<file path="src/rtl/core/nwr_pkg.sv">
package nwr_pkg;

  localparam int unsigned Slots     = 8;
  localparam int unsigned NodeCount = 8;   // nodes in use, 2..8; higher slots are absent
  localparam int unsigned Stages    = 5;
  localparam int unsigned WeightW   = 16;
  localparam int unsigned OutW      = 19;
  localparam int unsigned CodeW     = 2;
  localparam int unsigned CodesW    = Slots * CodeW;
  localparam int unsigned CntW      = 4;
  localparam int unsigned RecipFrac = 16;
  localparam int unsigned RecipW    = RecipFrac + 1;
  localparam int unsigned ProdW     = WeightW + RecipW;
  localparam int unsigned QcW       = WeightW + CntW;
  localparam int unsigned RecipOne  = 1 << RecipFrac;

  typedef logic [WeightW-1:0] weight_t;
  typedef logic [OutW-1:0]    wout_t;
  typedef logic [CntW-1:0]    cnt_t;
  typedef logic [RecipW-1:0]  recip_t;
  typedef logic [Slots-1:0]   mask_t;

  localparam logic [CodeW-1:0] CodeNone    = 2'd0;
  localparam logic [CodeW-1:0] CodeConn    = 2'd1;
  localparam logic [CodeW-1:0] CodeContact = 2'd2;
  localparam logic [CodeW-1:0] CodeSpare   = 2'd3;
  localparam logic             ModeContact = 1'b1;

  typedef struct packed {
    mask_t  act;
    mask_t  redist;
    cnt_t   cnt;
    recip_t recip;
  } cls_t;

  typedef struct packed {
    logic ld_mul;
    logic ld_share;
  } lane_ctl_t;

  typedef struct packed {
    logic ld_sum;
    logic ld_out;
  } merge_ctl_t;

  // floor(2^16 / c); the quotient estimate is low by at most one
  function automatic recip_t recip_of(cnt_t c);
    recip_t r;
    case (c)
      cnt_t'(1): r = recip_t'(RecipOne / 1);
      cnt_t'(2): r = recip_t'(RecipOne / 2);
      cnt_t'(3): r = recip_t'(RecipOne / 3);
      cnt_t'(4): r = recip_t'(RecipOne / 4);
      cnt_t'(5): r = recip_t'(RecipOne / 5);
      cnt_t'(6): r = recip_t'(RecipOne / 6);
      cnt_t'(7): r = recip_t'(RecipOne / 7);
      cnt_t'(8): r = recip_t'(RecipOne / 8);
      default:   r = '0;
    endcase
    return r;
  endfunction

endpackage

</file>
<file path="src/rtl/core/nwr_merge.sv">
module nwr_merge import nwr_pkg::*; (
  input  logic       clk_i,
  input  merge_ctl_t ctl_i,
  input  weight_t    share_i [Slots],
  input  weight_t    w_i [Slots],
  input  mask_t      act_i,
  input  cnt_t       cnt_i,
  output wout_t      wout_o [Slots],
  output cnt_t       cnt_o
);

  wout_t   total_d, total_q;
  weight_t w_q [Slots];
  mask_t   act_q;
  cnt_t    cnt_q;
  wout_t   out_d [Slots];
  wout_t   out_q [Slots];
  cnt_t    cnt_out_q;

  always_comb begin
    total_d = '0;
    for (int k = 0; k < Slots; k++) begin
      total_d = total_d + OutW'(share_i[k]);
    end
  end

  always_ff @(posedge clk_i) begin
    if (ctl_i.ld_sum) begin
      total_q <= total_d;
      w_q     <= w_i;
      act_q   <= act_i;
      cnt_q   <= cnt_i;
    end
  end

  always_comb begin
    for (int k = 0; k < Slots; k++) begin
      out_d[k] = act_q[k] ? (OutW'(w_q[k]) + total_q) : '0;
    end
  end

  always_ff @(posedge clk_i) begin
    if (ctl_i.ld_out) begin
      out_q     <= out_d;
      cnt_out_q <= cnt_q;
    end
  end

  assign wout_o = out_q;
  assign cnt_o  = cnt_out_q;

endmodule

</file>
<file path="config.mk">
export PLATFORM = sky130hd
export DESIGN_NAME = nwr_merge
export DESIGN_NICKNAME = d
export VERILOG_FILES = /design/src/rtl/core/nwr_pkg.sv /design/src/rtl/core/nwr_merge.sv
export SDC_FILE = /design/constraint.sdc
export NUM_CORES = 1
export LEC_CHECK = 0
export BUFFER_PORTS_ARGS = -buffer_cell sky130_fd_sc_hd__clkbuf_2
export CORE_ASPECT_RATIO = 1.1
export CORE_MARGIN = 8
export CORE_UTILIZATION = 23
export DETAILED_ROUTE_END_ITERATION = 8
export GPL_ROUTABILITY_DRIVEN = 0
export GPL_TIMING_DRIVEN = 0
export PLACE_DENSITY = 0.39
export SLEW_MARGIN = 10
export SYNTH_ARGS = -nofsm -noshare
export SYNTH_HDL_FRONTEND = slang
export SYNTH_SLANG_ARGS = --single-unit
</file>
<file path="constraint.sdc">
create_clock -name clk_i -period 6.7 [get_ports clk_i]
set_clock_uncertainty 0.15 [all_clocks]
set_input_delay 0.335 -clock clk_i [delete_from_list [all_inputs] [get_ports clk_i]]
set_output_delay 0.335 -clock clk_i [all_outputs]
set_load 0.01 [all_outputs]
</file>
Word-level counts from Yosys, hierarchy flattened
Cells that the tools add are included.
{"block": "classes", "n_shift": 0, "muxes": 0, "reduce_logical": 0, "n_mul": 0, "magnitude_cmp": 0, "n_div": 0, "n_addsub": 15, "n_eq_ne": 0, "n_bitwise": 0}
{"operator": "adder 16 x 19 -> 19 bit", "n": 8}
{"operator": "adder 19 x 16 -> 19 bit", "n": 4}
{"operator": "adder 18 x 16 -> 19 bit", "n": 1}
{"operator": "adder 17 x 16 -> 18 bit", "n": 1}
{"operator": "adder 16 x 16 -> 17 bit", "n": 1}
{"block": "word_totals", "ff_bits": 315, "word_cells": 35, "ram_bits": 0, "n_memories": 0, "out_inout_bits": 156, "latch_bits": 0, "rom_bits": 0}

Longest topological paths before layout
{"block": "logic_depth", "depth_word": 7, "depth_mapped": 17}

Worst setup path before layout
Ideal clock, no wire load.
{"block": "synth_timing", "kind": "input to register", "start": "in share_i[50] (netlist name)", "end": "reg total_q[14], data pin", "setup_time_ns": 0.260, "arrival_ns": 4.371, "stages": 17, "slack_ns": 1.919, "n_path_buf": 0, "path_cell_list": "inv_1 fa_1 inv_1 fa_1 fa_1 inv_1 fa_1 inv_1 ha_1 fa_1 a21oi_1 o21ai_0 or4_1 a21oi_1 nor2_1 a31oi_1 xnor2_1"}
{"block": "synth_between", "elab_chain_len": 4}
{"item": "start, declared", "line": "nwr_merge.sv:4", "text": "input weight_t share_i [Slots],"}
{"item": "adder 19 x 16 -> 19 bit (4 in series)", "line": "nwr_merge.sv:23", "text": "total_d = total_d + OutW'(share_i[k]);"}
{"item": "via total_d[14]", "line": "nwr_merge.sv:12", "text": "wout_t total_d, total_q;"}
{"item": "end signal, assigned", "line": "nwr_merge.sv:29", "text": "total_q <= total_d;"}
{"item": "end, declared", "line": "nwr_merge.sv:12"}
The timed path passes the listed nets, and every way through them passes these cells.
A chain may end at the register's enable or synchronous reset.

Worst setup path in the final report
{"block": "layout_timing", "start": "reg total_q[1]", "end": "reg out_q, in the netlist wout_o[56], data pin"}
{"block": "layout_between", "elab_chain_len": 1}
{"item": "adder 16 x 19 -> 19 bit", "line": "nwr_merge.sv:38", "text": "out_d[k] = act_q[k] ? (OutW'(w_q[k]) + total_q) : '0;"}
{"item": "end signal, assigned", "line": "nwr_merge.sv:44", "text": "out_q <= out_d;"}
{"item": "end, declared", "line": "nwr_merge.sv:17", "text": "wout_t out_q [Slots];"}
Every way passes these cells.

==> out/results.ini <==
[drt]
drt_iter0_drc=647
drc=0
viasPerCell=4.29
wirelength_um=70300
drtPass1Iterations=5
dr_total_vias=15000
ant_nets=0
wire_per_inst_um=20.0

[run]
max-cap-violations=0

[worst_setup_path]
required_ns=6.87
end_kind=flip-flop
max_stage_delay_ns=1.11
cp_common_cell=o31ai_1
crit_arrival_ns=4.85
crit_path_top_delay_cell=edfxtp_1
start_kind=flip-flop
cp_max_fo=9
path_cells=inv_1 > fa_1 > nor2b_1 > o31ai_1 > a21oi_1 > o22ai_2 > o31ai_1 > nand2_1 > mux2i_1
critPathTopFamily=flip-flops
critPathKind=flip-flop to flip-flop
cp_num_buf_inv=1

[pwr]
power_density_nw_per_um2=456
finalPower_mw=12.1
peakVddDrop_mv=0.165
p_leak_nw=11.7

[synth]
synth-adder-area-share_pct=19.4
synthTopCellsByArea=edfxtp_1 47%, fa_1 10%, ha_1 9.2%
yosys-mux-area-fraction_pct=0.604
synth_top_family_by_area=adder cells
synth_flop_cell=edfxtp_1
synthArstFlopShare_pct=0
ys_seq_area_share_pct=47.1
syn_inst=1709
synth-simple-area-share_pct=11.1
synth_edf_count=315
yosysWarnings=0
syn_area_per_cell_um2=11.8
synth_xor_area_share_pct=4.14
synth_top_area_share_pct=47.1
syn_nets=2230
synth.largest_area_cell=edfxtp_1
ys_types=72
synth_area_um2=20100
synth_seq_cells=315
synth_compound_area_share_pct=12.9

[final_layout]
area_delta_synth_final_pct=31.9
finalNetCount=2842
final_cell_mix=425 x clkbuf_2, 315 x edfxtp_1, 224 x inv_1
fillers=8923
seq_area_um2=9460
multi_input_area_um2=9680
drive_above_1_share_pct=22.2
final_common_cell=clkbuf_2

[clocking]
clk_latency_ns=0.59
cts_tree=built
htree_num_levels=2
post_cts_buffers=0
ctsResizeCount=0
cts.reportedPaths.clkPinSlew_ns=0.06
numCtsBuffers=42
clock_path_buffers=3
holdBufCountCts=140
clockRootBuffer=clkbuf_16
cts.sinks=315

[global_route]
first_global_vias=16700
grt_pass1_wl_um=105000
grt.overflow.total=0
track_usage_pct=14.2
antenna_found_initial=5
grt_max_degree=89

[timing]
setup_viol=0
fmax_mhz=213
period_minus_slack_ns=4.68
worst_slack_ns=2.02
slew_viol_final=0
hold_viol=0
finalCritPeriodShare_pct=69.9
setup_tns_ns=0
worst_pin_slew_ns=1.30
rsz0062_at_grt=false
relSlewSlack_pct=13.6

[placed_design]
dp_hpwl_um=52700
io_buffers=426
place_ws_ns=1.49

[die]
dieArea_um2=97100
num_io_pins=427
start_util_pct=23.2
chipWidth_um=298
die_height_um=326
rows=113
coreArea_um2=86500

[outcome]
status=complete, no violations

[worst_hold_path]
min_path_type=input port to flip-flop

==> cells in the mapped netlist, types with 8 or more instances <==
cell type	number
xor2_1	46
a21o_1	51
nand3_1	21
nor2b_1	32
o21ai_1	8
nand4_1	17
inv_1	224
a21oi_1	101
ha_1	147
and3b_1	10
mux2i_1	11
nor2_1	58
o21ai_0	64
and2_1	86
o31ai_1	10
xnor2_1	49
nand2_1	70
or3_1	13
a211oi_1	16
o21a_1	27
o211ai_1	18
nand2b_1	26
o21bai_1	16
edfxtp_1	315
and3_1	22
clkbuf_1	26
a31oi_1	9
nor3_1	11
fa_1	103
nor3b_1	18
==> state kept, by name, summed over array words and instances (netlist names) <==
register	count
wout_o	152
w_q	128
total_q	19
act_q	8
cnt_o	4
cnt_q	4
==> per-layer routing <==
metal	track usage, %	wire, um	vias up
li1	-	-	7339
met1	16.9	29400	7166
met2	25.1	34400	431
met3	3.16	3990	102
met4	4.90	2440	2
met5	0	11	-
==> kinds of logic after synthesis <==
| kind of cell | after synthesis |
|---|---|
| adders and majority gates | 250 |
| and+or+nand+nor | 402 |
| xor gates and xnor gates | 95 |
| muxes | 12 |
| DFF | 315 |
| AOI/OAI and AO/OA | 382 |
| buffers and inverters | 253 |
==> layout make-up <==
cell class / instances / area share [%]
repair buffers: 568 / 13.6
plain buffers: 29 / 0.420
clock inverters: 22 / 0.916
diodes: 5 / 0.0472
clock buffers: 54 / 4.21
inverters: 224 / 3.17
multi-input cells: 1141 / 36.5
well taps: 1150 / 5.43
flip-flops and latches: 315 / 35.7
==> worst paths after layout <==
| check | startpoint | to | slack [ns] | depth (start not counted) |
|---|---|---|---|---|
| worst max register to register | total_q[1]$_DFFE_PP_ | wout_o[56]$_SDFFCE_PN0P_ | 2.02 | 9 |
| worst min register to register | cnt_q[2]$_DFFE_PP_ | cnt_o[2]$_DFFE_PP_ | 0.26 | 0 |
| worst max-delay path | total_q[1]$_DFFE_PP_ | wout_o[56]$_SDFFCE_PN0P_ | 2.02 | 9 |
| worst min-delay path | share_i[112] | total_q[0]$_DFFE_PP_ | 0.06 | 3 |
==> metrics by stage <==
stage	std cells	hold slack, ns	utilization, %	area (um^2)
detailed placement	3287	0.255	27.4	23700
global placement	3285	0.261	27.3	23700
global route	3504	0.0481	30.6	26500
CTS	3503	0.0134	30.6	26500
finish	3508	0.0565	30.6	26500
floorplan	1709	0.250	-	20100
==> report_power, final <==
part | switching (mW) | internal (mW)
combinational | 3.51 | 2.74
clock | 0.933 | 1.34
sequential | 0.658 | 2.91
==> tightest hold or removal path, stage by stage <==
cell	delay [ns]
clkbuf_2	0.09
ha_1	0.12
ha_1	0.12
No activity file was read; power rests on OpenSTA's default activity.
