$ cat config.mk
export PLATFORM = sky130hd
export DESIGN_NAME = nwr_lane
export DESIGN_NICKNAME = d
export VERILOG_FILES = /design/src/rtl/core/nwr_pkg.sv /design/src/rtl/core/nwr_lane.sv
export SDC_FILE = /design/constraint.sdc
export NUM_CORES = 1
export LEC_CHECK = 0
export BUFFER_PORTS_ARGS = -buffer_cell sky130_fd_sc_hd__buf_2
export CORE_MARGIN = 1
export CORE_UTILIZATION = 45
export DETAILED_ROUTE_END_ITERATION = 16
export PLACE_DENSITY_LB_ADDON = 0.12
export SLEW_MARGIN = 15
export SYNTH_ARGS = -nofsm -noshare
export SYNTH_HDL_FRONTEND = slang
export SYNTH_SLANG_ARGS = --single-unit
$ cat constraint.sdc
create_clock -name clk_i -period 10.2 [get_ports clk_i]
set_input_delay 3.06 -clock clk_i [delete_from_list [all_inputs] [get_ports clk_i]]
set_output_delay 3.06 -clock clk_i [all_outputs]
set_load 0.05 [all_outputs]
$ cat src/rtl/core/nwr_pkg.sv
package nwr_pkg;

  localparam int unsigned Slots     = 8;
  localparam int unsigned NodeCount = 8;   // nodes in use, 2..8; higher slots are absent
  localparam int unsigned Stages    = 5;
  localparam int unsigned WeightW   = 16;
  localparam int unsigned OutW      = 19;
  localparam int unsigned CodeW     = 2;
  localparam int unsigned CodesW    = Slots * CodeW;
  localparam int unsigned CntW      = 4;
  localparam int unsigned RecipFrac = 16;
  localparam int unsigned RecipW    = RecipFrac + 1;
  localparam int unsigned ProdW     = WeightW + RecipW;
  localparam int unsigned QcW       = WeightW + CntW;
  localparam int unsigned RecipOne  = 1 << RecipFrac;

  typedef logic [WeightW-1:0] weight_t;
  typedef logic [OutW-1:0]    wout_t;
  typedef logic [CntW-1:0]    cnt_t;
  typedef logic [RecipW-1:0]  recip_t;
  typedef logic [Slots-1:0]   mask_t;

  localparam logic [CodeW-1:0] CodeNone    = 2'd0;
  localparam logic [CodeW-1:0] CodeConn    = 2'd1;
  localparam logic [CodeW-1:0] CodeContact = 2'd2;
  localparam logic [CodeW-1:0] CodeSpare   = 2'd3;
  localparam logic             ModeContact = 1'b1;

  typedef struct packed {
    mask_t  act;
    mask_t  redist;
    cnt_t   cnt;
    recip_t recip;
  } cls_t;

  typedef struct packed {
    logic ld_mul;
    logic ld_share;
  } lane_ctl_t;

  typedef struct packed {
    logic ld_sum;
    logic ld_out;
  } merge_ctl_t;

  // floor(2^16 / c); the quotient estimate is low by at most one
  function automatic recip_t recip_of(cnt_t c);
    recip_t r;
    case (c)
      cnt_t'(1): r = recip_t'(RecipOne / 1);
      cnt_t'(2): r = recip_t'(RecipOne / 2);
      cnt_t'(3): r = recip_t'(RecipOne / 3);
      cnt_t'(4): r = recip_t'(RecipOne / 4);
      cnt_t'(5): r = recip_t'(RecipOne / 5);
      cnt_t'(6): r = recip_t'(RecipOne / 6);
      cnt_t'(7): r = recip_t'(RecipOne / 7);
      cnt_t'(8): r = recip_t'(RecipOne / 8);
      default:   r = '0;
    endcase
    return r;
  endfunction

endpackage

$ cat src/rtl/core/nwr_lane.sv
module nwr_lane import nwr_pkg::*; (
  input  logic      clk_i,
  input  lane_ctl_t ctl_i,
  input  weight_t   w_i,
  input  logic      act_i,
  input  logic      redist_i,
  input  cnt_t      cnt_i,
  input  recip_t    recip_i,
  output weight_t   share_o,
  output weight_t   w_o,
  output logic      act_o
);

  logic [ProdW-1:0] prod;
  weight_t          q0_d, q0_q, wa_q;
  cnt_t             cnt_q;
  logic             act_a_q, red_a_q;

  logic [QcW-1:0]   qc, rem;
  logic             bump;
  weight_t          share_d, share_q, wb_q;
  logic             act_b_q;

  // quotient estimate by reciprocal multiply
  assign prod = ProdW'(w_i) * ProdW'(recip_i);
  assign q0_d = prod[RecipFrac +: WeightW];

  always_ff @(posedge clk_i) begin
    if (ctl_i.ld_mul) begin
      q0_q    <= q0_d;
      wa_q    <= w_i;
      cnt_q   <= cnt_i;
      act_a_q <= act_i;
      red_a_q <= redist_i;
    end
  end

  // remainder check fixes the estimate up by one
  assign qc      = QcW'(q0_q) * QcW'(cnt_q);
  assign rem     = QcW'(wa_q) - qc;
  assign bump    = rem >= QcW'(cnt_q);
  assign share_d = red_a_q ? (q0_q + WeightW'(bump)) : '0;

  always_ff @(posedge clk_i) begin
    if (ctl_i.ld_share) begin
      share_q <= share_d;
      wb_q    <= wa_q;
      act_b_q <= act_a_q;
    end
  end

  assign share_o = share_q;
  assign w_o     = wb_q;
  assign act_o   = act_b_q;

endmodule

# --- Word level (Yosys, flattened, before mapping) ---
# Cells that the tools add are included.
op_classes:
  addsub: 2
  n_mul: 2
  magnitude_cmp: 1
ops:
  columns: ["cell", "count"]
  rows:
  - ["16-bit by 17-bit multiplier with 32-bit output", 1]
  - ["20-bit by 4-bit >= comparator with 1-bit output", 1]
  - ["16-bit by 4-bit multiplier with 20-bit output", 1]
  - ["16-bit by 20-bit subtractor with 20-bit output", 1]
  - ["16-bit by 1-bit adder with 16-bit output", 1]
totals:
  reg_bits: 71
  output_inout_bits: 33
  wordCells: 13

# --- Longest topological paths before layout ---
# Gate-level depths: netlist of run 1.
logic_depth:
  word_depth: 4
  depth_mapped: 25
  ltp_nobuf: 25

# --- Least setup slack after synthesis of run 1 ---
# Ideal clock, no wire load.
synth_timing:
  kind: "input -> register"
  from: "input w_i[7]"
  to: "register q0_q[14] (data pin)"
  setup_ns: 0.180
  arrival_ns: 8.611
  required_time_ns: 10.020
  slack_ns: 1.409
  stages: 23
  n_path_buf: 2
  cell_sequence: "clkbuf_1 clkbuf_1 nand2_1 fa_1 inv_1 fa_1 inv_1 fa_1 inv_1 fa_1 inv_1 fa_1 inv_1 fa_1 ha_1 a21oi_1 o21ai_0 a221o_1 a31o_4 o211ai_2 a21oi_2 or4_1 o311ai_1"
synth_via:
  elab_chain_len: 1
synth_rtl:
  columns: ["element", "line_no", "text"]
  rows:
  - ["start: declaration", "nwr_lane.sv:4", "input weight_t w_i,"]
  - ["16-bit by 17-bit multiplier with 32-bit output", "nwr_lane.sv:25", "assign prod = ProdW'(w_i) * ProdW'(recip_i);"]
  - ["named net prod[30]", "nwr_lane.sv:14", "logic [ProdW-1:0] prod;"]
  - ["end signal: assignment", "nwr_lane.sv:30", "q0_q <= q0_d;"]
  - ["end: declaration", "nwr_lane.sv:15", "weight_t q0_d, q0_q, wa_q;"]
# The timed path passes the listed nets, and every way through them passes these cells.
# A chain may end at the register's enable or synchronous reset.

# --- Final worst setup path of run 1 ---
layout_timing:
  from: "input w_i[4]"
  to: "register q0_q[14] (data pin)"
# Same word-level chain as after synthesis.

==> out/metrics.yaml, run 1 <==
mostFrequentLayoutCells: "inv_1 (339), nand2_1 (248), fa_1 (248), ha_1 (135), and2_1 (126)"
syn_nets: 1880
report.final.slew_viol_count: 0
globalRouteOverflowTotal: 0
core-area_um2: 29720
timing.final.hold_violations: 0
critical-path-slowest-cell: "fa_1"
post_synth_fa_ha_maj_area_fraction_pct: 48.93
max_root_sink_buffers: 2
crit_type: "input pin to register"
rrSetupSlack_ps: 3490
detailroute.via_count: 9565
postCtsSetupBuffers: 0
post_layout_nonfiller_instances: 1881
timing.critical_path.to_type: "register"
worstPathMaxFanout: 18
post_synthesis_mean_instance_area_um2: 9.346
fin_util_pct: 48.97
cp_cell_sequence: "buf_2, nand2_1, fa_1, inv_1, fa_1, inv_1, fa_1, inv_1, fa_1, inv_1, fa_1, inv_1, fa_1, ha_1, and4_1, a221o_1, a31o_4, o211ai_2, a21oi_2, or4_1, o311ai_1"
clkSlewWorstSetupHoldPaths_ps: 60
synth-xor-area-share_pct: 2.898
timing.fmax_mhz: 116.0
dp_hpwl_um: 25170
synth_area_leader_cell: "fa_1"
cts_hold_buf: 0
synth_cell_type_count: 61
drive_above_1_share_pct: 7.052
cts.repair.resized: 0
r2r.worst_path.cells: 23
critPathLaunchType: "input pin"
grt_use_total_pct: 21.93
synth_seq_cells: 71
avgRoutedWirePerCell_um: 16.74
clock-skew-final_ps: 11.38
grt_pass1_wl_um: 52340
post-route-period-util_pct: 84.49
finalSetupViolations: 0
clockRootBuffer: "clkbuf_16"
antenna_violating_nets_post_route: 0
critical_path_max_stage_delay_ps: 560
initial_core_util_pct: 45.76
post_synth_main_area_contributors: "fa_1 (37%), edfxtp_1 (16%), ha_1 (12%)"
die_ar_um2: 30920
yosys-mux-area-fraction_pct: 0.2944
die_width_um: 175.8
area.growth.synth_to_final_pct: 7.021
synth-compound-area-share_pct: 5.521
chipHeight_um: 175.8
critical_path_arrival_ps: 8780
routability_driven_placement_congestion_ratio: 0.8165
synth_cells: 1455
post_synth_instance_area_um2: 13600
nNetsFinal: 1909
crit_required_ps: 10360
synth.yosys.seq_area_share_pct: 15.68
postSynth.topFlopCell: "edfxtp_1"
routed_wl_um: 31490
synth_warnings: 0
main_combinational_cell_family_by_area_after_synthesis: "adder cells"
drc: 0
maxSlewHeadroom_pct: 33.60
cts_inserted_buffers: 9
timing.max_cap.violations: 0
cts_tree: "built"
result_of_the_run: "finished clean"
placed_cells_incl_taps: 1863
cts_htree_levels: 3
place.port_buffers: 74
holdPathStages: 0
rows: 63
insertion_delay_ps: 350
via_per_inst: 5.085
ys_async_sr_fraction_pct: 0
mostFrequentLayoutCell: "inv_1"
drtIter0Drc: 621
synth_enable_flop_cells: 71
grt_max_degree: 39
first_global_vias: 10011
share_of_the_synthesized_area_in_the_top_cell_type_pct: 36.51
io-pin-count: 75
critPathMostFrequentCell: "fa_1"
layout_min_cycle_time_ps: 8618
synth_simple_gate_area_share_pct: 15.76
final_hold_slack_ps: 423.0
worst_pin_slew_ps: 996.0
clkSinkCount: 71
rsz0062_at_grt: "no"
final.setup.tns_ps: 0
number_of_antenna_violations_at_the_first_check_in_global_routing: 1
firstDrtPassIters: 5
hp-class: "register to register"
==> logic make-up after synthesis <==
family / count (synthesis)
muxes: 4
adders and majority gates: 383
and+or+nand+nor: 453
buffers and inverters: 395
xor gates and xnor gates: 45
DFF: 71
AOI/OAI and AO/OA: 104
==> state kept, by name (all words and copies together) (netlist names) <==
signal,flops
q0_q,16
share_o,16
w_o,16
wa_q,16
cnt_q,4
act_a_q,1
act_o,1
red_a_q,1
==> critical path, delay by kind of cell <==
family / cells / cell delay [ps]
and+or+nand+nor: 3 / 780
buffers and inverters: 6 / 610
adders and majority gates: 7 / 3330
AOI/OAI and AO/OA: 5 / 970
==> Yosys cell counts (3+ instances only) <==
| library cell | count |
|---|---|
| nand2b_1 | 3 |
| nor3_1 | 12 |
| nand4_1 | 5 |
| nor2_1 | 24 |
| a211o_1 | 3 |
| clkbuf_1 | 55 |
| mux2i_1 | 4 |
| o21ai_0 | 18 |
| a21o_1 | 5 |
| a211oi_1 | 4 |
| o21a_1 | 4 |
| ha_1 | 135 |
| inv_1 | 339 |
| edfxtp_1 | 71 |
| a31oi_1 | 3 |
| xor2_1 | 17 |
| a21oi_1 | 24 |
| and2_1 | 126 |
| nand2_1 | 248 |
| fa_1 | 248 |
| and4_1 | 4 |
| o211ai_1 | 5 |
| xnor2_1 | 28 |
| nor2b_1 | 5 |
| a21oi_2 | 3 |
| nand3_1 | 14 |
==> routing by layer <==
layer,global-route usage (%),up-vias,share of wire (%)
met5,0,-,0.029
li1,-,4488,-
met2,36.18,198,47
met1,31.28,4854,47
met3,2.554,23,4.6
met4,3.986,2,0.98
==> cell type report <==
| cell class | instances | area, um2 |
|---|---|---|
| Clock buffer | 9 | 225.2 |
| Fill cell | 2857 | 15160 |
| Antenna cell | 2 | 5.005 |
| Tap cell | 390 | 488.0 |
| Inverter | 339 | 1272 |
| Multi-Input combinational cell | 989 | 9982 |
| Timing Repair Buffer | 74 | 370.4 |
| Clock inverter | 7 | 77.57 |
| Sequential cell | 71 | 2132 |
==> stage by stage <==
stage               setup slack, ps  instance area [um2]
finish                         1582                14550
global route                   1271                14550
CTS                            1564                14550
detailed placement             1212                14240
global placement               1288                14240
floorplan                      1409                13600
==> worst paths after layout <==
check	end	start
max reg2reg	share_o[15]	cnt_q[3]
min	act_o	act_a_q
min reg2reg	act_o	act_a_q
max	q0_q[14]	w_i[4]
Power of run 1 is not shown: default switching activity piles up to over one toggle a cycle in this logic, so the estimate is an artifact.
==> run 2, diff against run 1 <==
ABC_AREA = 1   (was default)
clock period = 7.6 ns   (was 10.2 ns; I/O delays follow)
==> run 2 against run 1 <==
Effect of this change:
- cell area is 10% higher
- first-iteration DRC count grew 1.3%
- critical path depth down 1
- via count grew 21%
==> out/metrics.yaml, run 2 <==
result_of_the_run: "finished clean"
total_area_of_multi_input_combinational_cells_um2: 10250  # +2.7%
clkSinkCount: 71  # unchanged
ys_async_sr_fraction_pct: 0  # unchanged
report.final.slew_viol_count: 0  # unchanged
routability_driven_placement_congestion_ratio: 0.8843  # +8.3%
clockRootBuffer: "clkbuf_16"
clkSlewWorstSetupHoldPaths_ps: 60  # about the same
rsz0062_at_grt: "no"
timing.final.hold_violations: 0  # unchanged
core-area_um2: 31880  # +7.3%
mostFrequentLayoutCell: "inv_1"
cp_cell_sequence: "buf_2, nand2_1, fa_1, inv_1, fa_1, inv_1, fa_1, inv_1, fa_1, inv_1, fa_1, inv_1, fa_1, ha_1, a21o_1, a21oi_1, o21ai_0, a21oi_1, o21ai_1, xor2_1"
synth_cell_type_count: 34  # -44%
timing.critical_path.to_type: "register"
cts_htree_levels: 3  # unchanged
insertion_delay_ps: 350  # about the same
min-delay-start: "act_a_q"
area.growth.synth_to_final_pct: 9.252
firstDrtPassIters: 5  # unchanged
number_of_antenna_violations_at_the_first_check_in_global_routing: 0  # -1
worst_pin_slew_ps: 996.9  # +0.8285 ps
detailroute.via_count: 11620  # +21%
initial_core_util_pct: 46.15  # +0.40 points
antennaDiodeCount: 0  # -2
timing.max_cap.violations: 0  # unchanged
post_synth_main_area_contributors: "fa_1 (34%), edfxtp_1 (14%), inv_1 (14%)"
clock-skew-final_ps: 15.02  # +3.645 ps
postSynth.topFlopCell: "edfxtp_1"
avgRoutedWirePerCell_um: 15.27  # -8.8%
r2r-start: "cnt_q[3]"
chipHeight_um: 182.8  # +4.0%
holdPathStages: 0  # unchanged
post_synth_instance_area_um2: 14710  # +8.2%
synth_warnings: 0  # unchanged
antenna_violating_nets_post_route: 0  # unchanged
via_per_inst: 4.830  # -5.0%
drtIter0Drc: 629  # +1.3%
critPathMostFrequentCell: "fa_1"
layout_min_cycle_time_ps: 7344
regArea_um2: 2132  # unchanged
grt_max_degree: 39  # unchanged
critPathLaunchType: "input pin"
rows: 65  # +3.2%
die_ar_um2: 33430  # +8.1%
share_of_the_synthesized_area_in_the_top_cell_type_pct: 33.74  # -2.8 points
post_synthesis_mean_instance_area_um2: 7.736  # -17%
path_delay_family: "adder cells"
design_area_um2: 16080  # +10%
finalSetupViolations: 0  # unchanged
first_global_vias: 11985  # +20%
post-route-period-util_pct: 96.63
postCtsSetupBuffers: 0  # unchanged
cts_tree: "built"
grt_use_total_pct: 23.62  # +1.7 points
grt_pass1_wl_um: 61390  # +17%
mostFrequentLayoutCells: "inv_1 (538), nand2_1 (534), fa_1 (248), ha_1 (135), nor2_1 (76)"
hold_path_end: "act_o"
dp_hpwl_um: 31680  # +26%
drive_above_1_share_pct: 8.016  # +0.96 points
globalRouteOverflowTotal: 0  # unchanged
crit_required_ps: 7670  # -2690 ps
synth.yosys.seq_area_share_pct: 14.49  # -1.2 points
place.port_buffers: 74  # unchanged
syn_nets: 2327  # +24%
count_of_buffering_cells_on_the_critical_path_with_inverters_included: 6  # unchanged
cts_hold_buf: 0  # unchanged
cts_inserted_buffers: 9  # unchanged
die_width_um: 182.8  # +4.0%
routed_wl_um: 36740  # +17%
critical_path_max_stage_delay_ps: 560  # about the same
crit_type: "input pin to register"
timing.fmax_mhz: 136.2
synth_enable_flop_cells: 71  # unchanged
yosys.cell_count.top_type: "inv_1"
io-pin-count: 75  # unchanged
rrSetupSlack_ps: 1980  # -1510 ps
synth_area_leader_cell: "fa_1"
regToRegEndpoint: "share_o[12]"
maxSlewHeadroom_pct: 33.54  # -0.055 points
r2r.worst_path.cells: 30  # +30%
critical_path_arrival_ps: 7420  # -1360 ps
hp-class: "register to register"
detailed_place.area_um2: 15780  # +11%
max_root_sink_buffers: 2  # unchanged
worstPathMaxFanout: 15  # -3
synth_cells: 1902  # +31%
critical-path-slowest-cell: "fa_1"
nNetsFinal: 2391  # +25%
drc: 0  # unchanged
synth.top_cells.by_count: "inv_1 (538), nand2_1 (534), fa_1 (248)"
n_fill_cell: 3234  # +13%
synth_seq_cells: 71  # unchanged
==> run 2: per-stage QoR <==
step           setup TNS, ps  util, %  hold slack [ps]  std cells  setup slack [ps]
2_1_floorplan              0        -            400.3       1902             83.85
3_3_place_gp          -142.0    49.50            403.5       2390            -142.0
3_5_place_dp          -117.4    49.50            415.8       2390            -117.4
4_1_cts                    0    50.41            428.5       2406             252.0
5_1_grt                    0    50.42            439.8       2406             2.756
6_report                   0    50.42            425.1       2406             256.3
==> run 2: layout make-up <==
| type | count | share of cell area [%] |
|---|---|---|
| multi-input combinational | 1212 | 63.77 |
| sequential | 71 | 13.26 |
| inverter | 541 | 12.63 |
| timing repair buffer | 131 | 5.153 |
| tap | 435 | 3.386 |
| clock buffer | 9 | 1.401 |
| clock inverter | 7 | 0.3969 |
==> run 2: kinds of logic (layout without fill, tap and decap cells) <==
| family | Yosys count | count (layout) | share of synthesized area (%) |
|---|---|---|---|
| AND/OR/NAND/NOR | 688 | 688 | 18.65 |
| adder cells (fa/ha/maj) | 383 | 383 | 45.22 |
| AO/OA/AOI/OAI | 120 | 120 | 4.549 |
| flip-flops | 71 | 71 | 14.49 |
| XOR/XNOR | 21 | 21 | 1.250 |
| buffers and inverters | 619 | 688 | 15.84 |
==> run 2: worst max-delay path by stage <==
stage                startpoint  endpoint  slack [ps]  cells after the start
global placement         w_i[5]   q0_q[8]        -140                     20
detailed placement  recip_i[12]   q0_q[8]        -120                     20
finish                   w_i[4]   q0_q[8]         260                     20
global route             w_i[4]   q0_q[8]           3                     20
CTS                 recip_i[12]   q0_q[8]         250                     20
floorplan           recip_i[16]  q0_q[14]          80                     22
==> run 2: what timing repair did <==
item                                   4_1_cts  5_1_grt
setup endpoints to repair                    0        1
gates resized for setup                      0        2
endpoints found under the hold margin        0        0
==> run 2: layer usage <==
layer / GRT usage [%] / share of wire [%] / routed length, um
met5: 0 / 0 / 0
met4: 3.433 / 0.88 / 324
met3: 1.648 / 3.3 / 1202
met2: 40.72 / 48 / 17720
met1: 33.42 / 48 / 17490
==> run 2: worst reg2reg max path: cells and delay by family (launching register included) <==
| family | cells | cell delay, ps |
|---|---|---|
| flops | 1 | 800 |
| fa+ha+maj | 5 | 2100 |
| compound gates | 5 | 800 |
| simple gates | 15 | 1380 |
| buf+inv | 5 | 290 |
Power of run 2 is left out for the same reason.
