## src/rtl/core/nwr_pkg.sv

```systemverilog
package nwr_pkg;

  localparam int unsigned Slots     = 8;
  localparam int unsigned NodeCount = 8;   // nodes in use, 2..8; higher slots are absent
  localparam int unsigned Stages    = 5;
  localparam int unsigned WeightW   = 16;
  localparam int unsigned OutW      = 19;
  localparam int unsigned CodeW     = 2;
  localparam int unsigned CodesW    = Slots * CodeW;
  localparam int unsigned CntW      = 4;
  localparam int unsigned RecipFrac = 16;
  localparam int unsigned RecipW    = RecipFrac + 1;
  localparam int unsigned ProdW     = WeightW + RecipW;
  localparam int unsigned QcW       = WeightW + CntW;
  localparam int unsigned RecipOne  = 1 << RecipFrac;

  typedef logic [WeightW-1:0] weight_t;
  typedef logic [OutW-1:0]    wout_t;
  typedef logic [CntW-1:0]    cnt_t;
  typedef logic [RecipW-1:0]  recip_t;
  typedef logic [Slots-1:0]   mask_t;

  localparam logic [CodeW-1:0] CodeNone    = 2'd0;
  localparam logic [CodeW-1:0] CodeConn    = 2'd1;
  localparam logic [CodeW-1:0] CodeContact = 2'd2;
  localparam logic [CodeW-1:0] CodeSpare   = 2'd3;
  localparam logic             ModeContact = 1'b1;

  typedef struct packed {
    mask_t  act;
    mask_t  redist;
    cnt_t   cnt;
    recip_t recip;
  } cls_t;

  typedef struct packed {
    logic ld_mul;
    logic ld_share;
  } lane_ctl_t;

  typedef struct packed {
    logic ld_sum;
    logic ld_out;
  } merge_ctl_t;

  // floor(2^16 / c); the quotient estimate is low by at most one
  function automatic recip_t recip_of(cnt_t c);
    recip_t r;
    case (c)
      cnt_t'(1): r = recip_t'(RecipOne / 1);
      cnt_t'(2): r = recip_t'(RecipOne / 2);
      cnt_t'(3): r = recip_t'(RecipOne / 3);
      cnt_t'(4): r = recip_t'(RecipOne / 4);
      cnt_t'(5): r = recip_t'(RecipOne / 5);
      cnt_t'(6): r = recip_t'(RecipOne / 6);
      cnt_t'(7): r = recip_t'(RecipOne / 7);
      cnt_t'(8): r = recip_t'(RecipOne / 8);
      default:   r = '0;
    endcase
    return r;
  endfunction

endpackage

```

## src/rtl/core/nwr_classify.sv

```systemverilog
module nwr_classify import nwr_pkg::*; (
  input  logic              clk_i,
  input  logic              en_i,
  input  logic              mode_i,
  input  logic [CodesW-1:0] codes_i,
  input  weight_t           w_i [Slots],
  output cls_t              cls_o,
  output weight_t           w_o [Slots]
);

  cls_t    cls_d, cls_q;
  weight_t w_q [Slots];

  always_comb begin
    logic [CodeW-1:0] code;
    logic             on;
    cls_d = '0;
    for (int k = 0; k < Slots; k++) begin
      code = codes_i[k*CodeW +: CodeW];
      on   = (mode_i == ModeContact) ? (code != CodeNone) : (code == CodeConn);
      cls_d.act[k]    = (k < NodeCount) && on;
      cls_d.redist[k] = (k < NodeCount) && !on;
      cls_d.cnt       = cls_d.cnt + cnt_t'(cls_d.act[k]);
    end
    cls_d.recip = recip_of(cls_d.cnt);
  end

  always_ff @(posedge clk_i) begin
    if (en_i) begin
      cls_q <= cls_d;
      w_q   <= w_i;
    end
  end

  assign cls_o = cls_q;
  assign w_o   = w_q;

endmodule

```

## config.mk

```make
export PLATFORM = sky130hd
export DESIGN_NAME = nwr_classify
export DESIGN_NICKNAME = d
export VERILOG_FILES = /design/src/rtl/core/nwr_pkg.sv /design/src/rtl/core/nwr_classify.sv
export SDC_FILE = /design/constraint.sdc
export NUM_CORES = 1
export LEC_CHECK = 0
export BUFFER_PORTS_ARGS = -buffer_cell sky130_fd_sc_hd__buf_4
export CORE_AREA = 2 2 122 124
export DETAILED_ROUTE_END_ITERATION = 7
export DIE_AREA = 0 0 124 126
export GPL_TIMING_DRIVEN = 1
export HOLD_SLACK_MARGIN = 0.02
export PLACE_DENSITY = 0.7
export REMOVE_ABC_BUFFERS = 1
export SETUP_SLACK_MARGIN = 0.2
export SYNTH_ARGS = -nofsm -noshare
export SYNTH_HDL_FRONTEND = slang
export SYNTH_SLANG_ARGS = --single-unit
```

## constraint.sdc

```tcl
create_clock -name clk_i -period 5.5 [get_ports clk_i]
set_clock_uncertainty 0.05 [all_clocks]
set_input_delay 1.1 -clock clk_i [delete_from_list [all_inputs] [get_ports clk_i]]
set_output_delay 1.1 -clock clk_i [all_outputs]
set_load 0.05 [all_outputs]
```

Word-level counts from Yosys, hierarchy flattened
Memory sizes are Yosys's and may differ from the RTL's. A register that Yosys moved wholly into a read port is not among the register bits.
Index checks and enable logic that the tools add are counted.
{ "word_totals": {"latchBits": 0, "out_inout_bits": 165, "mem_count": 1, "wordCells": 51, "mem_bits_ro": 272, "ram_bits": 0, "in_bits": 147, "reg_bits": 148} }
{ "memory_table": {"columns": ["name", "depth", "word_bits", "rd", "rd_clocked_by_memory_dff", "write_ports", "line_no", "source"], "rows": [
  ["(no name shown)", 16, 17, 1, 1, 0, "nwr_pkg.sv:49", "case (c)"]
]} }
{ "op_classes": {"magnitude_cmp": 0, "shifts": 0, "n_mul": 0, "n_eq_ne": 8, "reduce_logical": 16, "add_sub_neg": 7, "n_mux": 8, "bitwise_logic": 0, "div_mod_pow": 0} }
{ "op_table": {"columns": ["cell", "n"], "rows": [
  ["adder 4 x 1 -> 4 bit", 4],
  ["== test 2 x 1 -> 1 bit (second input constant)", 8],
  ["nonzero test 2 bit", 8],
  ["logical NOT 1 bit", 8],
  ["2-to-1 mux 1 bit", 8],
  ["adder 3 x 1 -> 4 bit", 1],
  ["adder 2 x 1 -> 3 bit", 1],
  ["adder 1 x 1 -> 2 bit", 1]
]} }

Depth between registers and ports, before layout
Gate-level depths: netlist of run 1.
{ "depth": {"depth_word": 9, "ltp_mapped": 14, "depth_no_buf": 14} }

Worst setup path after synthesis of run 1
Ideal clock, no wire load.
{ "synth_path": {"path_kind": "input to register", "start": "input codes_i[1]", "end": "register, netlist name cls_o[12]", "setup_ps": 266, "path_buffers": 0, "arrival_ps": 4056, "required_time_ps": 5184, "cell_stages": 14, "path_slack_ps": 1127, "cell_sequence": "mux2i_1 -> fa_1 -> inv_1 -> fa_1 -> inv_1 -> fa_1 -> inv_1 -> ha_1 -> inv_1 -> fa_1 -> inv_1 -> ha_1 -> nand2_1 -> a32oi_1"} }
{ "synth_rtl": {"columns": ["element", "line_no", "source"], "rows": [
  ["from (decl)", "nwr_classify.sv:5", "input logic [CodesW-1:0] codes_i,"]
]} }

==> results of run 1 <==
==> critical path, delay by kind of cell <==
| family | cells | cell delay (ns) |
|---|---|---|
| buffers and inverters | 6 | 0.51 |
| adders and majority gates | 6 | 2.31 |
| AOI/OAI and AO/OA | 1 | 0.10 |
| muxes | 1 | 0.29 |
| and+or+nand+nor | 1 | 0.10 |
==> Yosys cell counts <==
| master | count | area, um^2 |
|---|---|---|
| nand2_1 | 3 | 11.3 |
| nor2b_4 | 1 | 13.8 |
| buf_6 | 1 | 11.3 |
| inv_1 | 20 | 75.1 |
| nor2_1 | 4 | 15.0 |
| mux2i_1 | 6 | 60.1 |
| edfxtp_1 | 160 | 4800 |
| o22ai_1 | 1 | 6.26 |
| a31o_4 | 1 | 17.5 |
| mux2_2 | 2 | 22.5 |
| xnor2_1 | 1 | 8.76 |
| fa_1 | 4 | 80.1 |
| a31oi_4 | 1 | 21.3 |
| nor2b_1 | 1 | 6.26 |
| and2_1 | 2 | 12.5 |
| a32oi_1 | 2 | 17.5 |
| nand3_1 | 3 | 15.0 |
| a21oi_1 | 3 | 15.0 |
| and3_1 | 2 | 12.5 |
| nor3_1 | 1 | 5.00 |
| nand2b_1 | 1 | 6.26 |
| o2bb2ai_1 | 1 | 8.76 |
| ha_1 | 6 | 75.1 |
| buf_4 | 6 | 45.0 |
==> metal layers <==
metal  track usage [%]  vias up  part of all wire (%)
met1              16.5     1612                    34
li1                  -     1539                     -
met4              7.40        0                   2.4
met5                 0        -                     0
met2              31.2      156                    55
met3              6.25       27                   8.6
==> power groups by stage <==
stage	Clock [W]	Combinational (W)	Sequential [W]
5_1_grt	0.00134	0.00114	0.00157
6_report	0.00126	0.00108	0.00156
3_3_place_gp	0	0.00108	0.00158
2_1_floorplan	0	0.000180	0.00210
3_5_place_dp	0	0.00109	0.00158
4_1_cts	0.00129	0.00110	0.00156
==> area by class of cell <==
cell class / instances / area [um^2] / area share (%)
repair buffers: 313 / 2350 / 27.6
multi-input cells: 46 / 430 / 5.04
clock buffers: 18 / 429 / 5.03
inverters: 20 / 75.1 / 0.880
well taps: 184 / 230 / 2.70
clock inverters: 13 / 211 / 2.48
flip-flops and latches: 160 / 4800 / 56.3
==> worst max path at each step <==
stage                     from   endpoint  slack [ns]
global route            mode_i  cls_o[14]        0.90
CTS                     mode_i  cls_o[12]        1.17
floorplan           codes_i[1]  cls_o[15]        1.11
detailed placement      mode_i  cls_o[12]        0.73
finish                  mode_i  cls_o[12]        1.19
global placement        mode_i  cls_o[12]        0.80
==> through the flow <==
| stage | cell area, um^2 | setup WS [ns] | total power [W] |
|---|---|---|---|
| finish | 8530 | 1.19 | 0.00390 |
| global route | 8530 | 0.903 | 0.00405 |
| CTS | 8530 | 1.17 | 0.00394 |
| detailed placement | 7890 | 0.728 | 0.00268 |
| global placement | 7890 | 0.798 | 0.00266 |
| floorplan | 5310 | 1.11 | 0.00228 |
==> state kept, by name, indices dropped and copies added (netlist names) <==
| register | count |
|---|---|
| cls_o | 32 |
| w_o | 128 |
==> cell families (layout without fill, tap and decap cells) <==
family | after synthesis | in the layout
multiplexers | 8 | 8
XOR/XNOR | 1 | 1
AO/OA/AOI/OAI | 9 | 9
AND/OR/NAND/NOR | 18 | 18
buffers and inverters | 27 | 364
flip-flops | 160 | 160
adder cells (fa/ha/maj) | 10 | 10
==> placed cells by master, fill, tap and decap left out, drive strengths merged <==
cell	instances
a31oi	1
mux2	2
inv	22
clkbuf	18
clkinv	5
a21oi	3
o22ai	1
nor2	4
nand2	3
nor3	1
and2	2
clkinvlp	1
a31o	1
bufinv	5
a32oi	2
o2bb2ai	1
and3	2
nand3	3
xnor2	1
nand2b	1
edfxtp	160
nor2b	2
mux2i	6
ha	6
buf	313
fa	4
==> results.py, run 1 <==
metrics = {
    "power_and_ir_drop": {
        "ir_worst_vdd_v": 0.000335,
        "switching_share_pct": 32.0,
        "seq_power_share_pct": 39.9,
        "power_density_nw_per_um2": 457,
        "p_int_w": 0.00265,
        "p_leak_nw": 3.67,
        "p_switching_w": 0.00125,
        "p_comb_share_pct": 27.8,
        "clkPwrFrac_pct": 32.3,
    },
    "worst_setup_path": {
        "endpoint_kind": "flop",
        "crit_type": "input pin to flop",
        "timing.critical_path.mode_cell": "inv_1",
        "critPathSlowestCell": "fa_1",
        "critPathMaxFanout": 8,
        "cp.arrival_ns": 4.40,
        "cp_slowest_stage_delay_ns": 0.59,
        "cp_cell_sequence": "buf_4 -> mux2i_1 -> fa_1 -> inv_1 -> fa_1 -> inv_1 -> fa_1 -> inv_1 -> ha_1 -> inv_1 -> fa_1 -> inv_1 -> ha_1 -> nand2_1 -> a32oi_1",
        "startpoint_type": "input pin",
        "cp.required_ns": 5.59,
    },
    "grt": {
        "antenna_found_initial": 0,
        "grt_pass1_vias": 3456,
        "grt_max_degree": 65,
        "grt_pass1_wl_um": 19000,
        "grt_overflow": 0,
        "grtUsageTotal_pct": 16.9,
    },
    "place": {
        "dp.cells": 723,
        "gp_congestion": 0.835,
        "io_buffers": 311,
        "hpwl_um": 10500,
    },
    "route": {
        "wl_per_cell_um": 17.9,
        "dr.pass1.iters": 6,
        "wirelength_um": 13500,
        "drc_errors": 0,
        "drt_iter0_drc": 119,
        "route.vias.total": 3334,
        "ant_nets": 0,
        "routed_via_density": 4.42,
    },
    "timing": {
        "fmax_ghz": 0.232,
        "finalCritPeriodShare_pct": 78.4,
        "rsz0062_at_grt": "no",
        "worst_pin_slew_ns": 0.811,
        "whs_ns": 0.806,
        "fin_setup_tns_ns": 0,
        "min_period_ns": 4.31,
        "finalSetupViolCount": 0,
        "relSlewSlack_pct": 46.0,
        "slew_violations": 0,
        "hold_viol_final": 0,
    },
    "yosys": {
        "syn_area_um2": 5370,
        "synth_top_family_by_area": "adder cells",
        "yosysSeqAreaShare_pct": 89.5,
        "ys_warn_count": 0,
        "synth_compound_area_share_pct": 1.61,
        "synth_xor_area_share_pct": 0.163,
        "netlist_instances": 233,
        "syn_avg_cell_area_um2": 23.0,
        "synth.distinct_cells": 24,
        "yosys.area_share.simple_pct": 1.82,
        "muxShareOfSynthArea_pct": 1.54,
        "synthAdderAreaFrac_pct": 2.89,
        "synth-seq-cells": 160,
    },
    "clock_tree": {
        "cts_made_buffers": 17,
        "clkTransAtPathRegs_ns": 0.06,
        "cts_setup_buffers": 0,
        "cts_max_level": 4,
        "ctsResizeCount": 0,
        "cts_tree": "done",
        "cts.sinks": 160,
        "clk_path_buf_depth": 2,
        "holdBufCountCts": 0,
        "clock-root-buffer": "clkbuf_16",
    },
    "floorplan": {
        "die-area_um2": 15600,
        "initial_core_util_pct": 37.5,
        "ios": 312,
        "dieHeight_um": 126,
        "die_w_um": 124,
        "rows": 44,
        "core-area_um2": 14300,
    },
    "final_layout": {
        "n_antenna_cell": 0,
        "fin_nets": 715,
        "instances_no_fill": 754,
        "syn2layout_area_growth_pct": 59.0,
        "drive_above_1_share_pct": 60.9,
        "nFillCells": 1090,
        "finish.utilization_pct": 59.6,
    },
    "hold_path": {
        "hp-class": "input pin to flop",
        "worstHoldStart": "w_i[59]",
        "hold_path_depth": 1,
        "holdPathEnd": "w_o[59]",
    },
    "job": {
        "cap_violations": 0,
    },
    "run_status": {
        "run_status": "finished, final reports clean",
    },
}
No activity file was read; power rests on OpenSTA's default activity.
==> run 2: changes to the inputs <==
Settings changed: CORE_AREA 2 2 122 124 to not set, CORE_ASPECT_RATIO set to 0.8, CORE_MARGIN set to 2, CORE_UTILIZATION set to 39, DIE_AREA 0 0 124 126 to not set, PLACE_DENSITY 0.7 to 0.75.
Clock period 5.5 ns to 3.9 ns, I/O delays scaled along.
==> results.py, run 2 (same netlist as run 1, synthesis figures left out) <==
metrics = {
    "clock_tree": {
        "cts_max_level": 4,
        "clkTransAtPathRegs_ns": 0.07,
        "clk_path_buf_depth": 2,
        "cts_made_buffers": 17,
        "clock-root-buffer": "clkbuf_16",
        "cts_tree": "done",
        "holdBufCountCts": 0,
        "cts.sinks": 160,
    },
    "timing": {
        "relSlewSlack_pct": 57.1,
        "finalCritPeriodShare_pct": 98.9,
        "finalSetupViolCount": 0,
        "rsz0062_at_grt": "yes",
        "worst_pin_slew_ns": 0.643,
        "slew_violations": 0,
        "whs_ns": 0.480,
        "hold_viol_final": 0,
        "fin_setup_tns_ns": 0,
        "fmax_ghz": 0.259,
        "min_period_ns": 3.86,
    },
    "hold_path": {
        "holdPathEnd": "w_o[39]",
        "hold_path_depth": 1,
        "worstHoldStart": "w_i[39]",
        "hp-class": "input pin to flop",
    },
    "worst_setup_path": {
        "cp_cell_sequence": "buf_4 -> mux2i_2 -> fa_1 -> inv_1 -> fa_1 -> inv_1 -> fa_1 -> inv_2 -> ha_4 -> inv_2 -> fa_2 -> ha_2 -> nand3_1 -> a32oi_1",
        "cp.required_ns": 4.10,
        "crit_type": "input pin to flop",
        "startpoint_type": "input pin",
        "cp_slowest_stage_delay_ns": 0.60,
        "critPathSlowestCell": "fa_2",
        "endpoint_kind": "flop",
        "crit_buf_inv": 5,
        "cp.arrival_ns": 4.05,
        "crit_family": "adder cells",
        "timing.critical_path.mode_cell": "fa_1",
        "critPathMaxFanout": 4,
    },
    "place": {
        "io_buffers": 311,
        "hpwl_um": 10400,
        "gp_congestion": 0.735,
    },
    "final_layout": {
        "syn2layout_area_growth_pct": 61.4,
        "final_common_cell": "buf_4",
        "drive_above_1_share_pct": 65.0,
        "final_cell_mix": "325 x buf_4, 160 x edfxtp_1, 17 x inv_1, 17 x clkbuf_16, 8 x clkinv_4",
        "largest_reg_flops": 128,
        "n_antenna_cell": 0,
        "fin_nets": 730,
        "nFillCells": 1021,
    },
    "grt": {
        "grt_max_degree": 69,
        "antenna_found_initial": 0,
        "grt_pass1_vias": 3495,
        "grt_pass1_wl_um": 19200,
        "grt_overflow": 0,
        "grtUsageTotal_pct": 18.0,
    },
    "floorplan": {
        "dieHeight_um": 109,
        "ios": 312,
        "initial_core_util_pct": 39.7,
        "die-area_um2": 14700,
        "rows": 38,
        "core-area_um2": 13500,
        "die_w_um": 135,
    },
    "power_and_ir_drop": {
        "power_density_nw_per_um2": 632,
        "p_int_w": 0.00356,
        "switching_share_pct": 34.9,
        "p_leak_nw": 3.70,
        "seq_power_share_pct": 40.2,
        "p_comb_share_pct": 31.8,
        "ir_worst_vdd_v": 0.000543,
        "p_switching_w": 0.00191,
        "clkPwrFrac_pct": 27.9,
    },
    "route": {
        "drt_iter0_drc": 208,
        "drc_errors": 0,
        "wirelength_um": 14000,
        "route.vias.total": 3463,
        "wl_per_cell_um": 18.2,
        "dr.pass1.iters": 7,
        "routed_via_density": 4.52,
        "ant_nets": 0,
    },
    "job": {
        "cap_violations": 0,
    },
    "run_status": {
        "run_status": "finished, final reports clean",
    },
}
-- run 2: cell count changes in the layout (fill, tap and decap cells not counted), sizes merged --
cell	change
inv	+2
clkinv	+4
buf	+15
bufinv	-5
-- run 2: layer usage --
metal | GRT usage, % | routed length, um | vias up
met5 | 0 | 0 | -
met4 | 6.99 | 282 | 0
met3 | 5.95 | 935 | 23
met2 | 31.7 | 7490 | 151
met1 | 20.6 | 5260 | 1719
li1 | - | - | 1570
-- run 2: metrics by stage --
step	utilization, %	instances	total power, W	area [um^2]	setup slack (ns)
2_1_floorplan	-	226	0.00322	5310	-0.174
3_3_place_gp	59.3	733	0.00382	8010	-0.324
3_5_place_dp	59.3	733	0.00385	8010	-0.432
4_1_cts	63.9	766	0.00546	8630	0.0443
5_1_grt	64.2	766	0.00568	8660	-0.00350
6_report	64.2	766	0.00547	8660	0.0421
-- run 2: how the worst max path moves through the flow --
stage	slack [ns]	cells past startpoint	end	startpoint
6_report	0.04	14	cls_o[12]	codes_i[3]
4_1_cts	0.04	15	cls_o[14]	codes_i[7]
2_1_floorplan	-0.17	13	cls_o[15]	codes_i[1]
3_5_place_dp	-0.43	15	cls_o[14]	codes_i[1]
5_1_grt	-0.003	14	cls_o[12]	codes_i[3]
3_3_place_gp	-0.32	15	cls_o[12]	codes_i[1]
-- run 2: power groups by stage --
stage	Clock [W]	Sequential (W)	Combinational, W
floorplan	0	0.00296	0.000253
global placement	0	0.00223	0.00159
detailed placement	0	0.00224	0.00162
CTS	0.00157	0.00220	0.00169
global route	0.00164	0.00222	0.00182
finish	0.00153	0.00220	0.00174
-- run 2: layout make-up --
cell class,instances,area [um^2],share of cell area (%)
sequential,160,4800,55.5
timing repair buffer,328,2480,28.7
multi-input combinational,46,518,5.98
clock buffer,18,429,4.95
tap,180,225,2.60
clock inverter,14,129,1.49
inverter,20,75.1,0.867
-- run 2: what timing repair did --
item                       4_1_cts  5_1_grt
setup endpoints to repair        6       13
pin swaps                        7        7
setup buffers                    1        0
resized for setup               14        8
==> run 3: changes to the inputs <==
Settings changed: SETUP_SLACK_MARGIN 0.2 to not set.
==> results.py, run 3 (same netlist as run 1, synthesis figures left out) <==
metrics = {
    "timing": {
        "finalCritPeriodShare_pct": 99.1,
        "min_period_ns": 3.86,
        "slew_violations": 0,
        "worst_pin_slew_ns": 0.645,
        "fin_setup_tns_ns": 0,
        "relSlewSlack_pct": 57.0,
        "finalSetupViolCount": 0,
        "fmax_ghz": 0.259,
        "whs_ns": 0.488,
        "hold_viol_final": 0,
    },
    "route": {
        "routed_via_density": 4.50,
        "drt_iter0_drc": 206,
        "route.vias.total": 3449,
        "dr.pass1.iters": 7,
        "drc_errors": 0,
        "wirelength_um": 13800,
        "wl_per_cell_um": 18.1,
        "ant_nets": 0,
    },
    "floorplan": {
        "die-area_um2": 14700,
        "ios": 312,
        "rows": 38,
        "core-area_um2": 13500,
        "initial_core_util_pct": 39.7,
        "dieHeight_um": 109,
        "die_w_um": 135,
    },
    "power_and_ir_drop": {
        "totalPowerFinal_w": 0.00545,
        "p_comb_share_pct": 31.7,
        "p_int_w": 0.00356,
        "power_density_nw_per_um2": 630,
        "p_switching_w": 0.00189,
        "p_leak_nw": 3.70,
        "ir_worst_vdd_v": 0.000585,
        "clkPwrFrac_pct": 27.9,
        "seq_power_share_pct": 40.3,
        "switching_share_pct": 34.7,
    },
    "worst_setup_path": {
        "critPathMaxFanout": 4,
        "cp_cell_sequence": "buf_4 -> mux2i_2 -> fa_1 -> inv_1 -> fa_1 -> inv_1 -> fa_1 -> inv_2 -> ha_4 -> inv_2 -> fa_2 -> ha_4 -> nand3_1 -> a32oi_2",
        "cp.arrival_ns": 4.06,
        "crit_type": "input pin to flop",
        "endpoint_kind": "flop",
        "cp_slowest_stage_delay_ns": 0.65,
        "critPathSlowestCell": "fa_2",
        "timing.critical_path.mode_cell": "fa_1",
        "startpoint_type": "input pin",
        "cp.required_ns": 4.10,
    },
    "grt": {
        "use_met1_pct": 20.5,
        "met3_usage_pct": 5.95,
        "grtUsageMet2_pct": 31.1,
        "grt_pass1_wl_um": 18900,
        "grt_max_degree": 69,
        "antenna_found_initial": 0,
        "grt_pass1_vias": 3445,
        "grtUsageTotal_pct": 17.8,
        "top_usage_layer": "met2",
        "grt_overflow": 0,
    },
    "final_layout": {
        "final_cell_mix": "326 x buf_4, 160 x edfxtp_1, 17 x inv_1, 17 x clkbuf_16, 8 x clkinv_4",
        "syn2layout_area_growth_pct": 61.2,
        "nFillCells": 1015,
        "finish.instance_area_um2": 8650,
        "largest_reg_flops": 128,
        "n_antenna_cell": 0,
        "final_common_cell": "buf_4",
        "drive_above_1_share_pct": 64.3,
        "fin_nets": 730,
    },
    "job": {
        "cap_violations": 0,
    },
    "hold_path": {
        "hp-class": "input pin to flop",
        "worstHoldStart": "w_i[39]",
        "hold_path_depth": 1,
        "holdPathEnd": "w_o[39]",
    },
    "clock_tree": {
        "cts.sinks": 160,
        "cts_tree": "done",
        "clkTransAtPathRegs_ns": 0.07,
        "holdBufCountCts": 0,
        "cts_made_buffers": 17,
        "cts_max_level": 4,
        "clk_path_buf_depth": 2,
        "clock-root-buffer": "clkbuf_16",
    },
    "place": {
        "place_area_um2": 8010,
        "io_buffers": 311,
        "hpwl_um": 10400,
        "gp_congestion": 0.735,
    },
    "run_status": {
        "run_status": "finished, final reports clean",
    },
}
-- run 3: cell counts in the layout (fill, tap and decap cells not counted) --
Identical to the previous run, type by type.
-- run 3: how the worst max path moves through the flow --
stage	cells after the start	to	startpoint
final	14	cls_o[14]	codes_i[3]
after global routing	14	cls_o[14]	codes_i[3]
after CTS	14	cls_o[14]	codes_i[1]
after detailed placement	15	cls_o[14]	codes_i[1]
after global placement	15	cls_o[12]	codes_i[1]
after floorplan	13	cls_o[15]	codes_i[1]
-- run 3: repair_timing --
action                                  CTS  global route
buffers inserted                          0             1
pin swaps                                 0             5
resized for setup                         2            16
endpoints found under the setup margin    1             3
-- run 3: layout make-up --
class	instances	area (um^2)	area share [%]
Sequential cell	160	4800	55.5
Timing Repair Buffer	328	2480	28.6
Multi-Input combinational cell	46	510	5.90
Clock buffer	18	429	4.96
Tap cell	180	225	2.60
Clock inverter	14	129	1.49
Inverter	20	75.1	0.868
-- run 3: worst max-delay path: cells and delay by family --
family	cells	cell delay, ns
adders and majority gates	6	2.43
buffers and inverters	5	0.33
AOI/OAI and AO/OA	1	0.25
muxes	1	0.15
and+or+nand+nor	1	0.11
-- run 3: layer usage --
| metal | wire length [um] | share of wire, % |
|---|---|---|
| met5 | 0 | 0 |
| met2 | 7490 | 54 |
| met4 | 207 | 1.5 |
| met1 | 5240 | 38 |
| met3 | 889 | 6.4 |
-- run 3: power by group through the flow --
stage          Sequential [W]  Combinational [W]  Clock [W]
3_5_place_dp          0.00224            0.00162          0
6_report              0.00220            0.00173    0.00152
3_3_place_gp          0.00223            0.00159          0
5_1_grt               0.00222            0.00180    0.00164
2_1_floorplan         0.00296           0.000253          0
4_1_cts               0.00220            0.00163    0.00157
-- run 3: stage by stage --
step / setup slack (ns) / utilization, % / instances
3_5_place_dp: -0.432 / 59.3 / 733
4_1_cts: 0.0292 / 63.5 / 765
3_3_place_gp: -0.324 / 59.3 / 733
6_report: 0.0370 / 64.1 / 766
2_1_floorplan: -0.174 / - / 226
5_1_grt: -0.0216 / 64.1 / 766
